==> src/rtl/tdc_pkg.sv <==
`default_nettype none
// ---------------------------------------------------------------------------
// tdc_pkg
// Shared types and constants of the clamped-border 2-D convolution block.
// ---------------------------------------------------------------------------
package tdc_pkg;

  localparam int MAX_KERNEL   = 7;
  localparam int MAX_WIDTH    = 1024;
  localparam int MAX_HEIGHT   = 4096;
  localparam int MAX_CHANNELS = 4;
  localparam int LINE_DEPTH   = MAX_KERNEL * MAX_WIDTH * MAX_CHANNELS;
  localparam int LINE_AW      = $clog2(LINE_DEPTH);
  localparam int COEF_DEPTH   = MAX_KERNEL * MAX_KERNEL;
  localparam int COEF_AW      = $clog2(COEF_DEPTH);
  localparam int PIXEL_MAX    = 255;
  localparam int FRAC_BITS    = 12;
  localparam int SETTLE_CYCLES = 5;

  typedef enum logic [1:0] {
    OP_COEF   = 2'd0,
    OP_SAMPLE = 2'd1,
    OP_DRAIN  = 2'd2,
    OP_RSVD   = 2'd3
  } opcode_e;

  typedef enum logic [1:0] {
    REG_WIDTH  = 2'd0,
    REG_HEIGHT = 2'd1,
    REG_CHAN   = 2'd2,
    REG_KSIZE  = 2'd3
  } reg_idx_e;

  typedef enum logic [2:0] {
    ST_SETTLE,
    ST_IDLE,
    ST_RUN,
    ST_FLUSH,
    ST_FINISH
  } ctrl_state_e;

  typedef struct packed {
    logic [10:0] width;
    logic [12:0] height;
    logic [2:0]  chan;
    logic [2:0]  ksize;
  } cfg_t;

  typedef struct packed {
    logic coef_we;
    logic sample_we;
    logic start;
    logic issue;
    logic finish;
  } ctrl_cmd_t;

  typedef struct packed {
    logic sample_ok;
    logic emit_sample;
    logic emit_drain;
    logic last_tap;
    logic pipe_busy;
    logic out_full;
  } dp_status_t;

endpackage
`default_nettype wire

==> src/rtl/tdc_ctrl.sv <==
`default_nettype none
// ---------------------------------------------------------------------------
// tdc_ctrl
// Sequencer: takes items, starts and steps the tap walk, hands off results.
// ---------------------------------------------------------------------------
module tdc_ctrl (
  input  wire logic               clk_i,
  input  wire logic               rst_ni,
  input  wire logic               cfg_we_i,
  input  wire logic               in_valid_i,
  input  wire logic [1:0]         in_opcode_i,
  output logic                    in_ready_o,
  input  wire tdc_pkg::dp_status_t sts_i,
  output tdc_pkg::ctrl_cmd_t      cmd_o
);
  import tdc_pkg::*;

  ctrl_state_e state_q, state_d;
  logic [2:0]  settle_q, settle_d;
  logic        take;
  opcode_e     op;

  assign op   = opcode_e'(in_opcode_i);
  assign take = (state_q == ST_IDLE) && in_valid_i;

  always_comb begin
    state_d = state_q;
    unique case (state_q)
      ST_SETTLE: if (settle_q == 3'(SETTLE_CYCLES - 1)) state_d = ST_IDLE;
      ST_IDLE: begin
        if (take && op == OP_SAMPLE && sts_i.emit_sample) state_d = ST_RUN;
        if (take && op == OP_DRAIN && sts_i.emit_drain) state_d = ST_RUN;
      end
      ST_RUN:    if (sts_i.last_tap) state_d = ST_FLUSH;
      ST_FLUSH:  if (!sts_i.pipe_busy) state_d = ST_FINISH;
      ST_FINISH: if (!sts_i.out_full) state_d = ST_IDLE;
      default:   state_d = ST_IDLE;
    endcase
    if (cfg_we_i) state_d = ST_SETTLE;
  end

  always_comb begin
    in_ready_o = 1'b0;
    cmd_o      = '0;
    settle_d   = '0;
    unique case (state_q)
      ST_SETTLE: settle_d = settle_q + 3'd1;
      ST_IDLE: begin
        in_ready_o    = 1'b1;
        cmd_o.coef_we = take && op == OP_COEF;
        cmd_o.sample_we = take && op == OP_SAMPLE && sts_i.sample_ok;
        cmd_o.start   = (take && op == OP_SAMPLE && sts_i.emit_sample) ||
                        (take && op == OP_DRAIN && sts_i.emit_drain);
      end
      ST_RUN:    cmd_o.issue = 1'b1;
      ST_FLUSH:  ;
      ST_FINISH: cmd_o.finish = !sts_i.out_full;
      default:   ;
    endcase
    if (cfg_we_i) settle_d = '0;
  end

  always_ff @(posedge clk_i or negedge rst_ni) begin
    if (!rst_ni) begin
      state_q  <= ST_SETTLE;
      settle_q <= '0;
    end else begin
      state_q  <= state_d;
      settle_q <= settle_d;
    end
  end

endmodule
`default_nettype wire

==> config.mk <==
export PLATFORM = sky130hd
export DESIGN_NAME = tdc_ctrl
export DESIGN_NICKNAME = d
export VERILOG_FILES = /design/src/rtl/tdc_pkg.sv /design/src/rtl/tdc_ctrl.sv
export SDC_FILE = /design/constraint.sdc
export NUM_CORES = 1
export LEC_CHECK = 0
export BUFFER_PORTS_ARGS = -buffer_cell sky130_fd_sc_hd__buf_4
export CAP_MARGIN = 10
export CORE_MARGIN = 2
export CORE_UTILIZATION = 35
export CTS_BUF_LIST = sky130_fd_sc_hd__clkbuf_4 sky130_fd_sc_hd__clkbuf_8
export DETAILED_ROUTE_END_ITERATION = 8
export GPL_ROUTABILITY_DRIVEN = 1
export PLACE_DENSITY = 0.6
export SETUP_SLACK_MARGIN = 0.2
export SYNTH_ARGS = -nofsm -noshare
export SYNTH_HDL_FRONTEND = slang
export SYNTH_SLANG_ARGS = --single-unit
==> constraint.sdc <==
create_clock -name clk_i -period 3.7 [get_ports clk_i]
set_input_delay 0.74 -clock clk_i [delete_from_list [all_inputs] [get_ports clk_i]]
set_output_delay 0.74 -clock clk_i [all_outputs]
set_load 0.01 [all_outputs]
Word-level counts from Yosys, hierarchy flattened
Cells that the tools add are included.
- $add $sub $neg: 1
- equal/unequal tests: 12
- mux-type cells: 14
- reductions and logical operators: 12
- operators by type and width (cell ; number):
    two-way mux 3 bit ; 10
    case mux 3 bit (5 select lines) ; 1
    inequality test 3 bit, second input constant ; 4
    logical AND 1 bit ; 7
    equality test 3 x 2 -> 1 bit, second input constant ; 2
    equality test 3 bit, second input constant ; 2
    AND reduction 5 bit ; 1
    inequality test 4 x 2 -> 1 bit, second input constant ; 1
    adder 3 x 1 -> 3 bit, second input constant ; 1
    equality test 3 x 1 -> 1 bit, second input constant ; 1
    logical NOT 3 bit ; 1
    two-way mux 1 bit ; 3
    equality test 2 x 1 -> 1 bit, second input constant ; 1
    equality test 2 bit, second input constant ; 1
    logical NOT 2 bit ; 1
    logical NOT 1 bit ; 1
    logical OR 1 bit ; 1
- flip-flop bits (word level): 6
- input bits: 12
- output and inout bits: 6
- word-level logic and storage cells: 41

Depth between registers and ports, before layout
Gate-level depths: netlist (run 1).
- depth after elaboration: 8
- depth in mapped cells: 6
- depth with buffers taken out: 6

Worst setup path before layout (run 1)
OpenSTA, ideal clock, no wires.
- path kind: input port to output port
- start: input sts_i[0] in the netlist's numbering
- end: output cmd_o[0] in the netlist's numbering
- arrival: 1.178 ns
- data required time: 2.960 ns
- path slack: 1.782 ns
- stages on the path: 1
- buffers on the path: 0
- cells stage by stage: nor4b_1
- word-level cells in the longest chain between the ends: 2
- RTL lines (item ; RTL line ; source):
    start: declaration ; tdc_ctrl.sv:13 ; input wire tdc_pkg::dp_status_t sts_i,
    logical NOT 1 bit ; tdc_ctrl.sv:57 ; ST_FINISH: cmd_o.finish = !sts_i.out_full;
    two-way mux 1 bit ; tdc_ctrl.sv:46 ; unique case (state_q)
    end: declaration ; tdc_ctrl.sv:14 ; output tdc_pkg::ctrl_cmd_t cmd_o
No other way between the ends.

==> results of run 1 <==
==> cells by family after synthesis <==
family,after synthesis
AO/OA/AOI/OAI,9
XOR/XNOR,1
adder cells (fa/ha/maj),2
buffers and inverters,7
flip-flops,6
AND/OR/NAND/NOR,26
==> layer usage <==
metal | global-route usage (%) | up-vias | part of all wire [%]
met5 | 0 | - | 0
met4 | 7.50 | 0 | 1.3
met3 | 5.00 | 2 | 6.5
met2 | 23.4 | 14 | 49
met1 | 16.3 | 195 | 43
li1 | - | 214 | -
==> area by class of cell <==
class,count,area share [%]
Clock buffer,3,3.69
Inverter,5,3.07
Multi-Input combinational cell,38,44.7
Sequential cell,6,24.6
Tap cell,15,3.07
Timing Repair Buffer,17,20.9
==> critical path, delay by kind of cell, from the launching register on <==
family                 cells  cell delay [ps]
DFF                        1              500
and+or+nand+nor            2              500
buffers and inverters      1              150
==> cells in the final DEF (no fill, tap or decap) <==
cell and n:
a21boi_2 1, a21oi_1 1, a21oi_2 1, a22oi_2 1, a31o_1 1, and2_1 2, and3_1 1, buf_4 17
clkbuf_4 3, dfrtp_1 6, ha_1 2, inv_1 5, nand2_1 4, nand2b_1 2, nand3_1 2, nand3b_1 2
nand4bb_4 1, nor2_1 8, nor3_1 2, nor4_4 1, nor4b_1 1, o21ai_0 2, o21bai_1 1, o22ai_1 1
xnor2_1 1
==> sequential cells by signal, summed over array words and instances, names as in the netlist <==
signal	count
settle_q	3
state_q	3
==> worst max-delay path by stage <==
stage	to	cells past startpoint
floorplan	cmd_o[0]	1
global placement	cmd_o[2]	4
detailed placement	cmd_o[2]	4
CTS	cmd_o[3]	3
global route	cmd_o[4]	3
finish	cmd_o[3]	3
==> stage by stage <==
step | hold slack [ps] | instance area [um^2] | power, mW | utilization, % | instances
after detailed placement | 450 | 588 | 0.134 | 46.4 | 81
after global placement | 449 | 588 | 0.133 | 46.4 | 81
after CTS | 288 | 611 | 0.195 | 48.1 | 84
final | 293 | 611 | 0.192 | 48.1 | 84
after global routing | 277 | 611 | 0.209 | 48.1 | 84
after floorplan | 429 | 464 | 0.115 | - | 51
==> where the power goes <==
group	internal, mW	switching (mW)	leakage [nW]
combinational	0.0279	0.0221	0.195
clock	0.0367	0.0231	0.0138
sequential	0.0712	0.0107	0.0807
total	0.136	0.0559	0.290
==> results.yml, run 1 <==
critical_path:
  r2r-start: "state_q[0]"
  r2r_end: "state_q[0]"
  max_stage_delay_ps: 500
  critPathSlowestCell: "dfrtp_1"
  critPathLaunchType: "flip-flop"
  reg2reg_depth: 4
  path_cells: "nand4bb_4 > nor3_1 > buf_4"
  end_kind: "primary output"
  crit_type: "flip-flop to primary output"
  crit_start: "state_q[1]"
  critPathRequiredTime_ps: 2960
  critical_path.max_fanout: 10
  rrSetupSlack_ps: 2290
  crit_arrival_ps: 1390
route:
  drtIter0Drc: 8
  wirelength_um: 903
  first_pass_iters: 4
  via_per_inst: 5.06
  drc: 0
  wire_per_inst_um: 10.8
  drtAntennaViolNets: 0
  via_count: 425
clock_network:
  clkLatencyLatePin_ps: 240
  cts_root_buf: "clkbuf_4"
  cts_max_level: 1
  cts_tree: "yes"
  cts_setup_buffers: 0
  ctsResizeCount: 0
  cts_inserted_buffers: 3
  path_clk_slew_ps: 50
  clock_sinks: 6
  clockBufferDepth: 2
  ctsHoldBuffers: 0
die:
  die_area_um2: 1630
  die_h_um: 40.4
  num_io_pins: 18
  die-width_um: 40.4
  core_area_um2: 1270
  rows: 13
  initial_core_util_pct: 36.6
sta:
  timing.final.crit_share_pct: 57.5
  fin_tns_setup_ps: 0
  tightest_slew_ps: 404
  finalHoldViolations: 0
  setup_slack_ps: 1570
  fin_crit_ps: 2130
  relSlewSlack_pct: 73.1
  slew_viol_final: 0
  fin_worst_skew_ps: 3.10
  setup_viol: 0
  fmax_mhz: 470
  rsz0062_at_grt: "no"
place:
  post-place-ws_ps: 1590
  gp_congestion: 0.716
  dpl.hpwl_um: 710
  portBuffers: 17
logic_synthesis:
  synthMuxAreaShare_pct: 0
  synthAdderAreaFrac_pct: 5.39
  yosys.area.top_type_share_pct: 32.3
  yosys-top-cells-area: "dfrtp_1 (32%), nor2_1 (6.5%), nand4bb_4 (5.9%), ha_1 (5.4%), buf_6 (4.9%)"
  syn_avg_cell_area_um2: 9.10
  synth_seq_cells: 6
  synth_most_common_cell: "nor2_1"
  synth-edff-count: 0
  ys_seq_area_share_pct: 32.3
  yosys.area_share.simple_pct: 36.4
  synth_common_cells: "nor2_1 (8), dfrtp_1 (6), inv_1 (5)"
  synth_compound_area_share_pct: 15.1
  synth-main-ff-cell: "dfrtp_1"
  ys_types: 24
  syn_inst: 51
  syn_nets: 65
  synth_top_family_by_area: "simple AND/OR/NAND/NOR gates"
  synth_top_area_cell: "dfrtp_1"
  yosys_warnings: 0
  synthXorXnorAreaFrac_pct: 1.89
  synth_area_um2: 464
  synthArstFlopShare_pct: 100
cells_and_area:
  regArea_um2: 150
  multiInputGateArea_um2: 273
  drive_gt1_share_pct: 36.2
  antennaDiodeCount: 0
  area_growth_pct: 31.5
  fillers: 126
  nets: 85
pwr:
  power_density_nw_per_um2: 314
  peakVddDrop_uv: 237
  cellLeakagePower_nw: 0.290
run:
  max-cap-violations: 0
global_routing:
  track_usage_pct: 14.4
  overflow: 0
  antenna_found_initial: 0
  grt_pass1_wl_um: 1510
  grt_max_degree: 11
  grt_pass1_vias: 385
worst_hold_path:
  min_path_type: "input port to asynchronous set/reset pin"
status:
  outcome: "finished clean"
Power figures use the tool's default switching activity.
==> run 2: changes to the inputs <==
--- a/config.mk
+++ b/config.mk
@@ -12,7 +12,7 @@
 export CTS_BUF_LIST = sky130_fd_sc_hd__clkbuf_4 sky130_fd_sc_hd__clkbuf_8
 export DETAILED_ROUTE_END_ITERATION = 8
 export GPL_ROUTABILITY_DRIVEN = 1
-export PLACE_DENSITY = 0.6
+export PLACE_DENSITY = 0.62
 export SETUP_SLACK_MARGIN = 0.2
 export SYNTH_ARGS = -nofsm -noshare
 export SYNTH_HDL_FRONTEND = slang
==> constraint.sdc (replaced) <==
create_clock -name clk_i -period 1.75 [get_ports clk_i]
set_input_delay 0.35 -clock clk_i [delete_from_list [all_inputs] [get_ports clk_i]]
set_output_delay 0.35 -clock clk_i [all_outputs]
set_load 0.01 [all_outputs]
==> run 2 against run 1 <==
Against the previous run: sequential share of layout area fell by 2.5 points; non-clock buffer count rose by 7; combinational power rose to 2.7 times the previous value; final area rose by 14%; clock skew rose by 2.5 ps; flip-flop and latch count did not move; setup slack got worse by 1400 ps; critical endpoint unchanged; largest cell class unchanged.
==> results.yml, run 2 (synthesis gave the netlist of run 1 again) <==
status:
  outcome: "finished clean"
pwr:
  peakVddDrop_uv: 616
  cellLeakagePower_nw: 0.326
  power_density_nw_per_um2: 614
  finalPower_mw: 0.428
sta:
  tightest_slew_ps: 254
  fmax_mhz: 646
  fin_crit_ps: 1550
  timing.final.crit_share_pct: 88.5
  slew_viol_final: 0
  fin_worst_skew_ps: 5.62
  finalHoldViolations: 0
  relSlewSlack_pct: 83.0
  setup_viol: 0
  rsz0062_at_grt: "yes"
  fin_tns_setup_ps: 0
die:
  initial_core_util_pct: 36.6
  die_h_um: 40.4
  rows: 13
  num_io_pins: 18
  die_area_um2: 1630
  die-width_um: 40.4
  core_area_um2: 1270
clock_network:
  clkLatencyLatePin_ps: 250
  cts_inserted_buffers: 3
  clockBufferDepth: 2
  path_clk_slew_ps: 40
  clock_sinks: 6
  cts_max_level: 1
  cts_tree: "yes"
  cts_root_buf: "clkbuf_4"
worst_hold_path:
  min_path_type: "input port to flip-flop"
  worstHoldStart: "cfg_we_i"
  hold_path_depth: 2
global_routing:
  busiest_layer: "met1"
  grtUsageMet3_pct: 7.78
  grt_pass1_wl_um: 1590
  grt_pass1_vias: 373
  track_usage_pct: 15.2
  antenna_found_initial: 0
  met2_usage_pct: 19.8
  grt_max_degree: 7
  overflow: 0
  met1_usage_pct: 20.8
critical_path:
  end_kind: "primary output"
  critPathLaunchType: "flip-flop"
  r2r-start: "state_q[0]"
  critPathRequiredTime_ps: 1400
  crit_arrival_ps: 1200
  crit_start: "state_q[2]"
  critical_path.max_fanout: 5
  reg2reg_depth: 5
  crit_type: "flip-flop to primary output"
place:
  portBuffers: 17
  dpl.hpwl_um: 714
  gp_congestion: 0.788
run:
  max-cap-violations: 0
route:
  via_count: 440
  first_pass_iters: 4
  wirelength_um: 998
  via_per_inst: 4.84
  drtAntennaViolNets: 0
  drc: 0
  wire_per_inst_um: 11.0
  drtIter0Drc: 5
cells_and_area:
  nets: 92
  drive_gt1_share_pct: 48.7
  top_regs: "settle_q x3, state_q x3"
  final_cell_mix: "buf_4 (22), nor2_1 (8), inv_1 (5)"
  area_growth_pct: 50.1
  antennaDiodeCount: 0
  final_util_pct: 54.9
  layout_commonest_cell: "buf_4"
[run 2: final timing paths]
path,end,slack [ps]
worst min-delay path,state_q[2],310
max in group asynchronous,state_q[1],1180
worst min register to register,settle_q[0],460
min in group asynchronous,settle_q[0],440
worst max register to register,state_q[0],280
worst max-delay path,cmd_o[3],200
[run 2: critical path: stages, from the launching register on]
cell       delay, ps
dfrtp_2          420
nand4bb_4        270
nor3_2           130
buf_4            140
[run 2: repair_timing]
action,in CTS,in global routing
resized for setup,8,0
hold buffers,1,0
buffers inserted,6,0
cloned,0,0
setup endpoints to repair,5,4
hold endpoints to repair,6,0
pin swaps,2,1
[run 2: metal layers]
layer  vias up  share of wire [%]
met5         -                  0
met4         0                  0
met1       201                 46
met3         0                5.8
li1        227                  -
met2        12                 48
[run 2: area by class of cell]
type                       count  area [um^2]
multi-input combinational     38          297
fill                         127          572
inverter                       5         18.8
tap                           15         18.8
timing repair buffer          24          186
sequential                     6          154
clock buffer                   3         22.5
[run 2: metrics by stage]
stage          area (um^2)  hold WS (ps)  cells  worst slack [ps]
2_1_floorplan          464          54.4     51               375
3_3_place_gp           588           160     81               303
3_5_place_dp           588           160     81               290
4_1_cts                697           306     91               196
5_1_grt                697           308     91               128
6_report               697           307     91               201
[run 2: report_power, final]
part	internal [mW]	switching (mW)
logic	0.0721	0.0624
clock network	0.0775	0.0489
registers	0.152	0.0151
total	0.302	0.126
